$ cat config.mk
export PLATFORM = sky130hd
export DESIGN_NAME = c_like_token_counter
export DESIGN_NICKNAME = d
export VERILOG_FILES = /design/src/rtl/ctlc_pkg.sv /design/src/rtl/c_like_token_counter.sv /design/src/rtl/ctlc_lex.sv /design/src/rtl/ctlc_accum.sv
export SDC_FILE = /design/constraint.sdc
export NUM_CORES = 1
export LEC_CHECK = 0
export BUFFER_PORTS_ARGS = -buffer_cell sky130_fd_sc_hd__buf_2
export CAP_MARGIN = 20
export CORE_ASPECT_RATIO = 1.25
export CORE_MARGIN = 1.5
export CORE_UTILIZATION = 58
export CTS_BUF_LIST = sky130_fd_sc_hd__clkbuf_16
export DETAILED_ROUTE_END_ITERATION = 12
export PLACE_DENSITY = 0.78
export RECOVER_POWER = 100
export SKIP_LAST_GASP = 1
export SLEW_MARGIN = 15
export SYNTH_ARGS = -nofsm -noshare
export SYNTH_HDL_FRONTEND = slang
export SYNTH_HIERARCHICAL = 1
export SYNTH_SLANG_ARGS = --single-unit
export TNS_END_PERCENT = 10
$ cat constraint.sdc
create_clock -name clk -period 4.38 [get_ports clk]
set_input_delay 0 -clock clk [delete_from_list [all_inputs] [get_ports clk]]
set_output_delay 0 -clock clk [all_outputs]
set_load 0.005 [all_outputs]
$ cat src/rtl/ctlc_pkg.sv
// ----------------------------------------------------------------------------
// ctlc_pkg
// shared types and character constants for the token counter
// ----------------------------------------------------------------------------
package ctlc_pkg;

  // lexer mode, encoded as reported on the result channel
  typedef enum logic [2:0] {
    MODE_IDLE    = 3'd0,
    MODE_SLASH   = 3'd1,
    MODE_COMMENT = 3'd2,
    MODE_STRING  = 3'd3,
    MODE_ESCAPE  = 3'd4,
    MODE_NUMBER  = 3'd5,
    MODE_IDENT   = 3'd6
  } mode_t;

  // outcome of lexing one byte
  typedef struct packed {
    mode_t      mode;
    logic [1:0] add;
  } lex_res_t;

  localparam logic [7:0] CH_SLASH  = 8'h2F;
  localparam logic [7:0] CH_DOT    = 8'h2E;
  localparam logic [7:0] CH_USCORE = 8'h5F;
  localparam logic [7:0] CH_QUOTE  = 8'h22;
  localparam logic [7:0] CH_BSLASH = 8'h5C;
  localparam logic [7:0] CH_SPACE  = 8'h20;
  localparam logic [7:0] CH_TAB    = 8'h09;
  localparam logic [7:0] CH_NL     = 8'h0A;

endpackage

$ cat src/rtl/c_like_token_counter.sv
// ----------------------------------------------------------------------------
// c_like_token_counter
// token counter for a c-like source byte stream
// ----------------------------------------------------------------------------
// Takes one source byte per request and returns one result per byte: the
// tokens recognised on that byte, the running saturating count, the lexer
// mode reached and a flag closing the text. Line comments, strings, numbers,
// identifiers and single-byte operators each count once; blanks are skipped.
// A slash is held one byte to tell a comment from an operator, so a byte
// can report two tokens. One byte is accepted every cycle while the result
// is not stalled, a rate set by the loop through the mode and count
// registers. A result passes through the input register and then the
// result register; a stalled result holds the input register, so at most
// two bytes are in flight. After the final byte the mode and count return to
// idle and zero.
module c_like_token_counter #(
  parameter int COUNT_WIDTH = 16
) (
  input  logic        clk,
  input  logic        rst_n,
  // source byte requests
  input  logic        in_valid,
  output logic        in_stall,
  input  logic [7:0]  in_ch,
  input  logic        in_last,
  // result requests
  output logic        out_valid,
  input  logic        out_stall,
  output logic [1:0]  out_added,
  output logic [15:0] out_total,
  output logic [2:0]  out_mode,
  output logic        out_done_res
);

  // input register stage
  logic       s1_valid_r;
  logic [7:0] s1_ch_r;
  logic       s1_last_r;

  // lexer state
  ctlc_pkg::mode_t mode_r;
  ctlc_pkg::mode_t mode_nxt;

  // result register stage
  logic        out_valid_r;
  logic [1:0]  out_added_r;
  logic [15:0] out_total_r;
  logic [2:0]  out_mode_r;
  logic        out_done_r;

  logic               advance;   // result register free or being taken
  logic               step;      // input register item is processed this cycle
  logic               in_accept;
  ctlc_pkg::lex_res_t lex_res;
  logic [15:0]        total_nxt;

  assign advance   = !out_valid_r || !out_stall;
  assign step      = advance && s1_valid_r;
  assign in_stall  = s1_valid_r && !advance;
  assign in_accept = in_valid && !in_stall;

  // input register, refilled in the same cycle it drains
  always_ff @(posedge clk) begin
    if (!rst_n) begin
      s1_valid_r <= 1'b0;
    end else if (in_accept) begin
      s1_valid_r <= 1'b1;
    end else if (advance) begin
      s1_valid_r <= 1'b0;
    end
  end

  always_ff @(posedge clk) begin
    if (in_accept) begin
      s1_ch_r   <= in_ch;
      s1_last_r <= in_last;
    end
  end

  // byte decode against the current mode
  ctlc_lex u_lex (
    .mode (mode_r),
    .ch   (s1_ch_r),
    .last (s1_last_r),
    .res  (lex_res)
  );

  // saturating count, cleared after the closing byte
  ctlc_accum #(
    .COUNT_WIDTH (COUNT_WIDTH)
  ) u_accum (
    .clk   (clk),
    .rst_n (rst_n),
    .en    (step),
    .add   (lex_res.add),
    .last  (s1_last_r),
    .total (total_nxt)
  );

  // mode returns to idle once the text is closed
  assign mode_nxt = s1_last_r ? ctlc_pkg::MODE_IDLE : lex_res.mode;

  always_ff @(posedge clk) begin
    if (!rst_n) begin
      mode_r <= ctlc_pkg::MODE_IDLE;
    end else if (step) begin
      mode_r <= mode_nxt;
    end
  end

  // result register
  always_ff @(posedge clk) begin
    if (!rst_n) begin
      out_valid_r <= 1'b0;
    end else if (advance) begin
      out_valid_r <= s1_valid_r;
    end
  end

  always_ff @(posedge clk) begin
    if (step) begin
      out_added_r <= lex_res.add;
      out_total_r <= total_nxt;
      out_mode_r  <= lex_res.mode;
      out_done_r  <= s1_last_r;
    end
  end

  assign out_valid    = out_valid_r;
  assign out_added    = out_added_r;
  assign out_total    = out_total_r;
  assign out_mode     = out_mode_r;
  assign out_done_res = out_done_r;

  // an empty input register never holds off a request
  a_no_idle_stall : assert property (@(posedge clk) disable iff (!rst_n)
    !s1_valid_r |-> !in_stall)
    else $error("input stalled with empty input register");

  // a byte never reports three tokens
  a_added_range : assert property (@(posedge clk) disable iff (!rst_n)
    out_valid |-> (out_added != 2'd3))
    else $error("token increment out of range");

  // closing byte leaves the lexer idle
  a_idle_after_last : assert property (@(posedge clk) disable iff (!rst_n)
    (step && s1_last_r) |=> (mode_r == ctlc_pkg::MODE_IDLE))
    else $error("lexer not idle after closing byte");

  // a held slash or escape is only ever reported on a byte that is not the last
  a_slash_not_last : assert property (@(posedge clk) disable iff (!rst_n)
    (out_valid && out_done_res) |-> (out_mode != 3'(ctlc_pkg::MODE_ESCAPE)
                                     && out_mode != 3'(ctlc_pkg::MODE_SLASH)))
    else $error("deferred mode on closing byte");

endmodule

$ cat src/rtl/ctlc_lex.sv
// ----------------------------------------------------------------------------
// ctlc_lex
// next-mode and token-count decode for one source byte
// ----------------------------------------------------------------------------
module ctlc_lex (
  input  ctlc_pkg::mode_t    mode,
  input  logic [7:0]         ch,
  input  logic               last,
  output ctlc_pkg::lex_res_t res
);

  logic is_digit;
  logic is_alpha;
  logic is_blank;
  ctlc_pkg::lex_res_t idle_res;

  assign is_digit = (ch >= 8'h30) && (ch <= 8'h39);
  assign is_alpha = ((ch >= 8'h61) && (ch <= 8'h7A)) ||
                    ((ch >= 8'h41) && (ch <= 8'h5A)) || (ch == ctlc_pkg::CH_USCORE);
  assign is_blank = (ch == ctlc_pkg::CH_SPACE) || (ch == ctlc_pkg::CH_TAB) ||
                    (ch == ctlc_pkg::CH_NL);

  // byte taken as the start of a new token
  always_comb begin
    idle_res.add  = 2'd1;
    idle_res.mode = ctlc_pkg::MODE_IDLE;
    priority if (is_blank) begin
      idle_res.add = 2'd0;
    end else if ((ch == ctlc_pkg::CH_SLASH) && !last) begin
      idle_res.add  = 2'd0;
      idle_res.mode = ctlc_pkg::MODE_SLASH;
    end else if (ch == ctlc_pkg::CH_QUOTE) begin
      idle_res.mode = ctlc_pkg::MODE_STRING;
    end else if (is_digit) begin
      idle_res.mode = ctlc_pkg::MODE_NUMBER;
    end else if (is_alpha) begin
      idle_res.mode = ctlc_pkg::MODE_IDENT;
    end else begin
      idle_res.mode = ctlc_pkg::MODE_IDLE;
    end
  end

  always_comb begin
    res = idle_res;
    unique case (mode)
      ctlc_pkg::MODE_SLASH: begin
        if (ch == ctlc_pkg::CH_SLASH) begin
          res.add  = 2'd1;
          res.mode = ctlc_pkg::MODE_COMMENT;
        end else begin
          // pending slash is an operator, then relex from idle
          res.add  = idle_res.add + 2'd1;
          res.mode = idle_res.mode;
        end
      end
      ctlc_pkg::MODE_COMMENT: begin
        res.add  = 2'd0;
        res.mode = (ch == ctlc_pkg::CH_NL) ? ctlc_pkg::MODE_IDLE : ctlc_pkg::MODE_COMMENT;
      end
      ctlc_pkg::MODE_STRING: begin
        res.add = 2'd0;
        priority if (ch == ctlc_pkg::CH_QUOTE) begin
          res.mode = ctlc_pkg::MODE_IDLE;
        end else if ((ch == ctlc_pkg::CH_BSLASH) && !last) begin
          res.mode = ctlc_pkg::MODE_ESCAPE;
        end else begin
          res.mode = ctlc_pkg::MODE_STRING;
        end
      end
      ctlc_pkg::MODE_ESCAPE: begin
        res.add  = 2'd0;
        res.mode = ctlc_pkg::MODE_STRING;
      end
      ctlc_pkg::MODE_NUMBER: begin
        if (is_digit || (ch == ctlc_pkg::CH_DOT)) begin
          res.add  = 2'd0;
          res.mode = ctlc_pkg::MODE_NUMBER;
        end
      end
      ctlc_pkg::MODE_IDENT: begin
        if (is_alpha || is_digit) begin
          res.add  = 2'd0;
          res.mode = ctlc_pkg::MODE_IDENT;
        end
      end
      default: begin
        res = idle_res;
      end
    endcase
  end

endmodule

$ cat src/rtl/ctlc_accum.sv
// ----------------------------------------------------------------------------
// ctlc_accum
// saturating token count register, cleared after the final byte
// ----------------------------------------------------------------------------
module ctlc_accum #(
  parameter int COUNT_WIDTH = 16
) (
  input  logic        clk,
  input  logic        rst_n,
  input  logic        en,
  input  logic [1:0]  add,
  input  logic        last,
  output logic [15:0] total
);

  localparam int TW = (COUNT_WIDTH > 16) ? COUNT_WIDTH : 16;
  localparam logic [COUNT_WIDTH:0] CMAX = {1'b0, {COUNT_WIDTH{1'b1}}};

  logic [COUNT_WIDTH-1:0] count_r;
  logic [COUNT_WIDTH-1:0] count_nxt;
  logic [COUNT_WIDTH:0]   sum;
  logic [TW-1:0]          count_ext;

  assign sum       = {1'b0, count_r} + (COUNT_WIDTH + 1)'(add);
  assign count_nxt = (sum > CMAX) ? CMAX[COUNT_WIDTH-1:0] : sum[COUNT_WIDTH-1:0];
  assign count_ext = TW'(count_nxt);
  assign total     = count_ext[15:0];

  always_ff @(posedge clk) begin
    if (!rst_n) begin
      count_r <= '0;
    end else if (en) begin
      count_r <= last ? '0 : count_nxt;
    end
  end

endmodule

==> results.yml, run 1 <==
place:
  numPortBuffers: 36
  place_inst: 366
  hpwl_um: 4381
  globalplace.congestion: 0.9235
floorplan:
  num_rows: 28
  chipHeight_um: 81.88
  floorplan.io_pins: 37
  start_util_pct: 60.58
  core_um2: 4765
  dieArea_um2: 5412
  die_w_um: 66.10
drt:
  drt_iter0_drc: 203
  routedWlPerCell_um: 16.73
  vias: 2381
  via_per_inst: 6.201
  drc: 0
  wl_met1_um: 2610
  maxUsedRoutingLayer: "met4"
  firstDrtPassIters: 4
  wl_met3_um: 257
  antenna_left: 0
  route.met2.wl_um: 3454
  wirelength_um: 6424
critical_path:
  critPathMaxFanout: 16
  r2r_setup_slack_ps: 780
  cp.arrival_ps: 3720
  cp.required_ps: 4510
  cp-end-kind: "flop"
  worstSetupPathType: "flop to flop"
  critical_path.startpoint_type: "flop"
timing:
  timing.hold.ws_ps: -0.3428
  period_needed_ps: 3595
  finClkSkew_ps: 3.302
  hold_violations: 1
  rsz0062_at_grt: "false"
  maxSlewViolCount: 14
  relSlewSlack_pct: -21.78
  finalSetupViolCount: 0
  fmax_ghz: 0.2782
  fin_crit_sh_pct: 82.08
  worst_slew_pin_slew_ps: 1811
  setup_tns_ps: 0
clock_network:
  clock_path_buffers: 2
  clk_latency_ps: 280
  cts.clk_slew.worst_paths_ps: 60
  cts_setup_buffers: 0
  cts_tree: "done"
  cts_buffers: 5
  h-tree-depth: 2
  ctsRootBufferMaster: "clkbuf_16"
  cts_num_sinks: 52
global_routing:
  grt-ovfl-total: 0
  grt_max_degree: 30
  grt_pass1_wl_um: 10270
  antenna_found_initial: 0
  grtUsageTotal_pct: 24.79
  grt_pass1_vias: 2176
job:
  drv_cap: 1
logic_synthesis:
  synth-xor-area-share_pct: 2.124
  ys_top_cells_by_area: "edfxtp_1 (32%), dfxtp_1 (15%), nand2_1 (4.0%)"
  syn_avg_cell_area_um2: 10.06
  synthCells: 287
  synth_compound_gate_area_share_pct: 18.03
  ys_ff_latch: 52
  synth_nets: 303
  synth.distinct_cells: 71
  yosys_warnings: 6
  yosysTopAreaCell: "edfxtp_1"
  synthMuxAreaShare_pct: 2.167
  synth-edff-count: 31
  synthAdderAreaFrac_pct: 1.560
  ys.flop_type: "edfxtp_1"
  synthArstFlopShare_pct: 0
  synth_top_family_by_area: "simple AND/OR/NAND/NOR gates"
  synth-simple-area-share_pct: 24.40
  synth.top_cell.area_share_pct: 32.25
  syn_area_um2: 2887
  yosysSeqAreaShare_pct: 46.81
power_and_ir_drop:
  irDropWorstVdd_mv: 0.2561
  total_leakage_power_nw: 1.180
  p_per_area_nw_per_um2: 325.7
layout:
  layout.nets: 339
  fin_cells: 384
  multi_input_area_um2: 1351
  n_antenna_cell: 0
  area_delta_synth_final_pct: 11.88
  seq_area_um2: 1351
  nFillCells: 392
  drive_gt1_share_pct: 12.65
run_status:
  violations: "hold timing, capacitance limit, slew limit"
  status: "finished with violations"
hold_path:
  hold_class: "input port to flop"
synth_stat cells (all sizes together), types with 3 or more instances:
master and count:
and3 11, a31oi 11, nor2b 5, o21ai 19, nor3 11, xnor2 3
nand3b 5, inv 6, nand3 12, edfxtp 31, nand4 4, mux2i 4
nor4 5, dfxtp 21, a211oi 4, clkbuf 5, nor2 14, and2b 3
buf 13, nand2 32, xor2 4, a21oi 17
power breakdown:
part | switching, mW | leakage [nW] | internal [mW]
clock | 0.160 | 0.0789 | 0.265
combinational | 0.0415 | 0.645 | 0.0338
sequential | 0.0152 | 0.456 | 0.536
total | 0.216 | 1.18 | 0.836
sequential cells by signal, indices dropped and copies added, names as in the netlist, 2 cells and up:
name             cells
out_total           16
u_accum/count_r     16
s1_ch_r              8
mode_r               3
out_mode             3
out_added            2
routing by layer:
metal / up-vias / global-route usage [%]
li1: 1162 / -
met1: 1144 / 28.80
met2: 65 / 45.80
met3: 10 / 3.288
met4: 0 / 9.592
met5: - / 0
layout make-up:
class                      count  share of cell area, %
tap                           60                  2.325
multi-input combinational    211                  41.84
clock buffer                   5                  3.874
inverter                       6                 0.6974
clock inverter                 3                  1.162
sequential                    52                  41.84
timing repair buffer          47                  8.253
cell families (layout without fill, tap and decap cells):
kind of cell,Yosys count,in the layout
and+or+nand+nor,119,119
AOI/OAI and AO/OA,76,76
DFF,52,52
buffers and inverters,24,61
xor gates and xnor gates,7,7
muxes,6,6
adders and majority gates,3,3
final timing paths:
kind                                            to  cells past startpoint          startpoint
worst min register to register  u_accum/count_r[0]                      2  u_accum/count_r[0]
worst max register to register       out_total[13]                     10          s1_ch_r[1]
worst min-delay path                     out_valid                      3           out_stall
worst max-delay path                 out_total[13]                     10          s1_ch_r[1]
through the flow:
step / power (mW) / util, % / hold WS (ps) / setup slack, ps / area [um^2]
after floorplan: 0.6065 / - / 98.87 / 1272 / 2887
after global placement: 0.6305 / 63.60 / 177.5 / 1078 / 3030
after detailed placement: 0.6325 / 63.60 / 178.7 / 965.1 / 3030
after CTS: 1.062 / 69.12 / 45.58 / 950.6 / 3293
after global routing: 1.082 / 67.78 / 16.93 / 506.5 / 3229
final: 1.052 / 67.78 / -0.3428 / 784.9 / 3229
repair_timing:
action | CTS | global route
resized for setup | 0 | 0
hold buffers | 10 | 0
hold endpoints to repair | 10 | 0
setup endpoints to repair | 0 | 0
placed cells by master (no fill, tap or decap), drive strengths merged, types with 3 or more instances in the layout:
master / n
nor2b: 5
and2b: 3
nand3b: 5
dlygate4sd3: 10
nor3: 11
xnor2: 3
inv: 6
clkbuf: 22
a31oi: 11
nor4: 5
mux2i: 4
nand4: 4
a21oi: 17
xor2: 4
edfxtp: 31
dfxtp: 21
buf: 20
nor2: 14
o21ai: 19
nand2: 32
a211oi: 4
and3: 11
nand3: 12
worst max-delay path, cell delays in order (launching register included):
cell and delay, ps:
edfxtp_1 540, o21ai_0 180, and3_2 250, or3_1 340, a32oi_1 220, a32o_1 170
ha_1 210, fa_1 330, and3_1 470, nand2_1 450, a31oi_1 280
Note: power is estimated with default switching activity, not from simulation.
==> run 2: changes to the inputs <==
--- a/config.mk
+++ b/config.mk
@@ -9,10 +9,10 @@
 export CAP_MARGIN = 20
 export CORE_ASPECT_RATIO = 1.25
 export CORE_MARGIN = 1.5
-export CORE_UTILIZATION = 58
+export CORE_UTILIZATION = 52
 export CTS_BUF_LIST = sky130_fd_sc_hd__clkbuf_16
 export DETAILED_ROUTE_END_ITERATION = 12
-export PLACE_DENSITY = 0.78
+export PLACE_DENSITY = 0.74
 export RECOVER_POWER = 100
 export SKIP_LAST_GASP = 1
 export SLEW_MARGIN = 15
==> constraint.sdc (replaced) <==
create_clock -name clk -period 3.2 [get_ports clk]
set_input_delay 0 -clock clk [delete_from_list [all_inputs] [get_ports clk]]
set_output_delay 0 -clock clk [all_outputs]
set_load 0.005 [all_outputs]
==> run 2 against run 1 <==
Effect of this change: the run now ends clean; via count increased by 1.7%; global-route usage decreased by 2.4 points; sequential cell count unchanged; sequential share of layout area decreased by 2.3 points.
==> results.yml, run 2 (synthesis results as in run 1) <==
layout:
  fin_util_pct: 63.29
  layout.nets: 352
  drive_gt1_share_pct: 21.96
  area_delta_synth_final_pct: 18.51
  final_cell_mix: "nand2_1 (31), edfxtp_1 (31), buf_2 (25)"
  nFillCells: 472
  n_antenna_cell: 0
clock_network:
  cts_buffers: 5
  ctsRootBufferMaster: "clkbuf_16"
  h-tree-depth: 2
  clk_latency_ps: 280
  cts_tree: "done"
  cts.clk_slew.worst_paths_ps: 70
  cts_num_sinks: 52
  clock_path_buffers: 2
power_and_ir_drop:
  p_per_area_nw_per_um2: 429.6
  switching_power_uw: 309.4
  total_leakage_power_nw: 1.288
  p_seq_share_pct: 51.1
  internal_power_mw: 1.160
  sw_frac_of_total_pct: 21.05
  clkPwrFrac_pct: 40.7
  irDropWorstVdd_mv: 0.3020
  combinationalPowerShare_pct: 8.2
timing:
  worst_slew_pin_slew_ps: 773.8
  period_needed_ps: 3125
  relSlewSlack_pct: 48.31
  hold_violations: 0
  fin_crit_sh_pct: 97.66
  fmax_ghz: 0.3200
  layout_setup_ws_ps: 75.02
  finClkSkew_ps: 2.396
  rsz0062_at_grt: "true"
  finalSetupViolCount: 0
  maxSlewViolCount: 0
drt:
  antenna_left: 0
  drc: 0
  vias: 2422
  firstDrtPassIters: 4
  routedWlPerCell_um: 16.71
  via_per_inst: 6.040
  wirelength_um: 6702
  drt_iter0_drc: 157
critical_path:
  cp.arrival_ps: 3290
  path_cells: "dlymetal6s2s_1 -> or3b_1 -> a211o_1 -> o21a_1 -> a32o_2 -> ha_2 -> fa_2 -> and3_4 -> buf_4 -> a2111oi_2 -> nor4b_2"
  cp.required_ps: 3360
  cp-end-kind: "flop"
  crit_slowest_cell: "edfxtp_1"
  critPathMaxFanout: 6
  crit_buf_inv: 2
  critical_path.startpoint_type: "flop"
  crit_family: "compound AO/OA/AOI/OAI gates"
  worstSetupPathType: "flop to flop"
  slowest_delay_ps: 420
floorplan:
  die_w_um: 69.64
  core_um2: 5405
  chipHeight_um: 86.30
  num_rows: 30
  start_util_pct: 53.40
  dieArea_um2: 6010
  floorplan.io_pins: 37
global_routing:
  grt_pass1_wl_um: 10760
  grt_max_degree: 41
  antenna_found_initial: 0
  grt_pass1_vias: 2306
  grtUsageTotal_pct: 22.40
  grt-ovfl-total: 0
place:
  globalplace.congestion: 0.9338
  place_worst_setup_slack_ps: 74.23
  hpwl_um: 4518
  numPortBuffers: 36
job:
  drv_cap: 0
hold_path:
  hold_class: "input port to flop"
run_status:
  status: "completed"
==> run 2: cell types whose count changed in the layout (fill, tap and decap cells not counted), moves of 3 or more <==
cell / change
clkbuf_1: -6
o21ai_1: +3
buf_4: +12
o21ai_0: -5
buf_2: +6
==> run 2: what timing repair did <==
item / 4_1_cts / 5_1_grt
endpoints found under the hold margin: 10 / 0
setup buffers: 0 / 4
resized for setup: 0 / 13
hold buffers: 10 / 0
setup endpoints to repair: 0 / 16
==> run 2: layout make-up <==
class                      count  area, um^2  share of cell area (%)
clock buffer                   5       125.1                   3.658
timing repair buffer          60       376.6                   11.01
inverter                       6       22.52                  0.6584
clock inverter                 3       46.29                   1.353
sequential                    52        1351                   39.50
tap                           64       80.08                   2.341
multi-input combinational    211        1419                   41.48
==> run 2: power groups by stage <==
stage          Combinational, mW  Clock, mW  Sequential (mW)
3_5_place_dp               0.104          0            0.767
4_1_cts                    0.114      0.614            0.752
3_3_place_gp               0.102          0            0.766
2_1_floorplan             0.0685          0            0.762
5_1_grt                    0.133      0.641            0.754
6_report                   0.120      0.598            0.751
==> run 2: path summary, 6_finish.rpt <==
path	startpoint	to	slack, ps	depth (start not counted)
worst max register to register	s1_ch_r[1]	u_accum/count_r[13]	80	11
worst min register to register	u_accum/count_r[0]	u_accum/count_r[0]	460	2
worst max-delay path	s1_ch_r[1]	u_accum/count_r[13]	80	11
worst min-delay path	out_stall	out_valid	30	3
==> run 2: worst reg2reg max path: cells and delay by family (launching register included) <==
| kind | cells | cell delay, ps |
|---|---|---|
| AO/OA/AOI/OAI | 4 | 1000 |
| adder cells (fa/ha/maj) | 2 | 550 |
| buffers and inverters | 2 | 370 |
| flip-flops | 1 | 420 |
| AND/OR/NAND/NOR | 3 | 660 |
==> run 2: per-stage QoR <==
stage / TNS (ps) / total power, mW / cells / hold WS [ps] / cell area (um^2)
3_3_place_gp: 0 / 0.8681 / 379 / 177.0 / 3103
6_report: 0 / 1.469 / 401 / 29.18 / 3421
4_1_cts: 0 / 1.480 / 397 / 53.49 / 3374
5_1_grt: -392.3 / 1.527 / 401 / 60.30 / 3421
2_1_floorplan: 0 / 0.8301 / 287 / 98.87 / 2887
3_5_place_dp: 0 / 0.8707 / 379 / 179.6 / 3103
==> run 2: layer usage <==
metal | global-route usage, % | part of all wire, % | up-vias
li1 | - | - | 1189
met1 | 25.66 | 40 | 1174
met2 | 42.48 | 56 | 49
met3 | 4.186 | 3.1 | 10
met4 | 6.643 | 1.3 | 0
met5 | 0 | 0 | -
==> run 3: changes to the inputs <==
--- a/config.mk
+++ b/config.mk
@@ -6,13 +6,14 @@
 export NUM_CORES = 1
 export LEC_CHECK = 0
 export BUFFER_PORTS_ARGS = -buffer_cell sky130_fd_sc_hd__buf_2
-export CAP_MARGIN = 20
+export CELL_PAD_IN_SITES_DETAIL_PLACEMENT = 1
+export CELL_PAD_IN_SITES_GLOBAL_PLACEMENT = 2
 export CORE_ASPECT_RATIO = 1.25
 export CORE_MARGIN = 1.5
-export CORE_UTILIZATION = 52
+export CORE_UTILIZATION = 33
 export CTS_BUF_LIST = sky130_fd_sc_hd__clkbuf_16
 export DETAILED_ROUTE_END_ITERATION = 12
-export PLACE_DENSITY = 0.74
+export PLACE_DENSITY = 0.76
 export RECOVER_POWER = 100
 export SKIP_LAST_GASP = 1
 export SLEW_MARGIN = 15
==> run 3 against run 2 <==
Effect of this change: register-to-register slack barely moved; highest routed layer unchanged; clock power rose by 2%; cell count rose by 14%; die area rose by 55%; critical endpoint is now out_total[14]; wire length rose by 17%; total power rose by 0.93%; the run now ends with hold timing left; first-iteration DRC count fell by 57%; largest cell class unchanged.
==> results.yml, run 3 (synthesis results as in run 1) <==
run_status:
  status: "finished with violations"
  violations: "hold timing"
timing:
  layout_setup_ws_ps: 82.72
  maxSlewViolCount: 0
  worst_slew_pin_slew_ps: 1107
  fin_crit_sh_pct: 97.41
  finalSetupViolCount: 0
  hold_violations: 1
  finClkSkew_ps: 4.267
  period_needed_ps: 3117
  rsz0062_at_grt: "true"
  timing.hold.ws_ps: -3.204
  relSlewSlack_pct: 25.52
  fmax_ghz: 0.3208
floorplan:
  die_w_um: 86.65
  start_util_pct: 34.45
  num_rows: 37
  core_um2: 8379
  floorplan.io_pins: 37
  chipHeight_um: 107.6
  dieArea_um2: 9321
critical_path:
  slowest_delay_ps: 420
  cp.required_ps: 3240
  cp.arrival_ps: 3160
  path_cells: "clkbuf_4 -> o21ai_1 -> and3_2 -> or3_1 -> a32oi_1 -> a32o_1 -> ha_1 -> fa_2 -> nand3_4 -> nor3_2 -> mux2_2"
  cp-end-kind: "flop"
  startpoint: "s1_ch_r[1]"
  critPathMaxFanout: 6
  crit_slowest_cell: "edfxtp_1"
  ff2ff_path_depth: 11
  worstSetupPathType: "flop to flop"
  timing.rr.start: "s1_ch_r[1]"
  r2r_setup_slack_ps: 80
  timing.rr.end: "out_total[14]"
  critical_path.startpoint_type: "flop"
  cp-endpoint: "out_total[14]"
place:
  placed_area_um2: 3214
  place_worst_setup_slack_ps: -18.73
  numPortBuffers: 36
  hpwl_um: 5553
  globalplace.congestion: 0.8618
drt:
  wirelength_um: 7858
  firstDrtPassIters: 4
  antenna_left: 0
  drt_iter0_drc: 67
  via_per_inst: 5.378
  routedWlPerCell_um: 17.16
  vias: 2463
  drc: 0
layout:
  final_cell_mix: "nand2_1 (31), edfxtp_1 (31), buf_2 (21), dfxtp_1 (21), clkbuf_1 (17)"
  layout.nets: 356
  n_antenna_cell: 0
  area_delta_synth_final_pct: 20.55
  fin_util_pct: 41.53
  final_cell_area_um2: 3480
  drive_gt1_share_pct: 20.23
clock_network:
  cts_num_sinks: 52
  h-tree-depth: 2
  cts_buffers: 5
  clock_path_buffers: 2
  cts_tree: "done"
  ctsRootBufferMaster: "clkbuf_16"
  clk_latency_ps: 290
  cts.clk_slew.worst_paths_ps: 70
global_routing:
  grtUsageTotal_pct: 17.73
  antenna_found_initial: 0
  use_met1_pct: 21.37
  grt_pass1_wl_um: 12920
  grt_pass1_vias: 2565
  grt-ovfl-total: 0
  top_usage_layer: "met2"
  gr-usage-met2_pct: 32.70
  grt_max_degree: 25
  grtUsageMet3_pct: 2.147
power_and_ir_drop:
  p_per_area_nw_per_um2: 426.2
  total_leakage_power_nw: 1.267
  fin_total_pwr_mw: 1.483
  irDropWorstVdd_mv: 0.1863
hold_path:
  hold_class: "input port to flop"
job:
  drv_cap: 0
[run 3: repair_timing]
item / in CTS / in global routing
buffers inserted: 0 / 2
resized for setup: 1 / 6
endpoints found under the hold margin: 10 / 0
cloned: 0 / 0
endpoints found under the setup margin: 2 / 31
hold buffers: 10 / 0
pin swaps: 0 / 0
[run 3: per-layer routing]
layer  wire, um  part of all wire, %  vias up
li1           -                    -     1198
met2       4326                   55       35
met5          0                    0        -
met4         80                  1.0        0
met3        152                  1.9        6
met1       3298                   42     1224
[run 3: worst min path at each step]
| stage | startpoint | end | cells past startpoint |
|---|---|---|---|
| 6_report | out_stall | out_valid | 3 |
| 5_1_grt | out_stall | out_valid | 3 |
| 4_1_cts | out_stall | out_valid | 3 |
| 3_5_place_dp | in_ch[0] | s1_ch_r[0] | 1 |
| 3_3_place_gp | in_ch[3] | s1_ch_r[3] | 1 |
| 2_1_floorplan | in_ch[0] | s1_ch_r[0] | 0 |
[run 3: final cells by class]
class	instances	area, um^2
clock inverters	3	42.54
inverters	6	22.52
fillers	990	4900
repair buffers	64	386.6
multi-input cells	211	1405
clock buffers	5	125.1
well taps	117	146.4
flip-flops and latches	52	1351
[run 3: per-stage QoR]
stage                     hold slack (ps)  TNS, ps  instances
after floorplan                     98.87        0        287
after global placement              178.9        0        438
after detailed placement            178.3   -18.73        438
after CTS                           31.00   -29.03        456
after global routing                71.73   -90.89        458
final                              -3.204        0        458
[run 3: worst max-delay path, delay by kind of cell (launching register included)]
family	cells	cell delay, ps
AO/OA/AOI/OAI	3	480
adder cells (fa/ha/maj)	2	490
buffers and inverters	1	170
flip-flops	1	420
multiplexers	1	360
AND/OR/NAND/NOR	4	940
[run 3: report_power, final]
part / total (mW) / internal, mW / switching (mW) / leakage (nW)
clock network: 0.610 / 0.369 / 0.241 / 0.0856
registers: 0.748 / 0.734 / 0.0148 / 0.456
logic: 0.125 / 0.0541 / 0.0705 / 0.725
total: 1.48 / 1.16 / 0.326 / 1.27
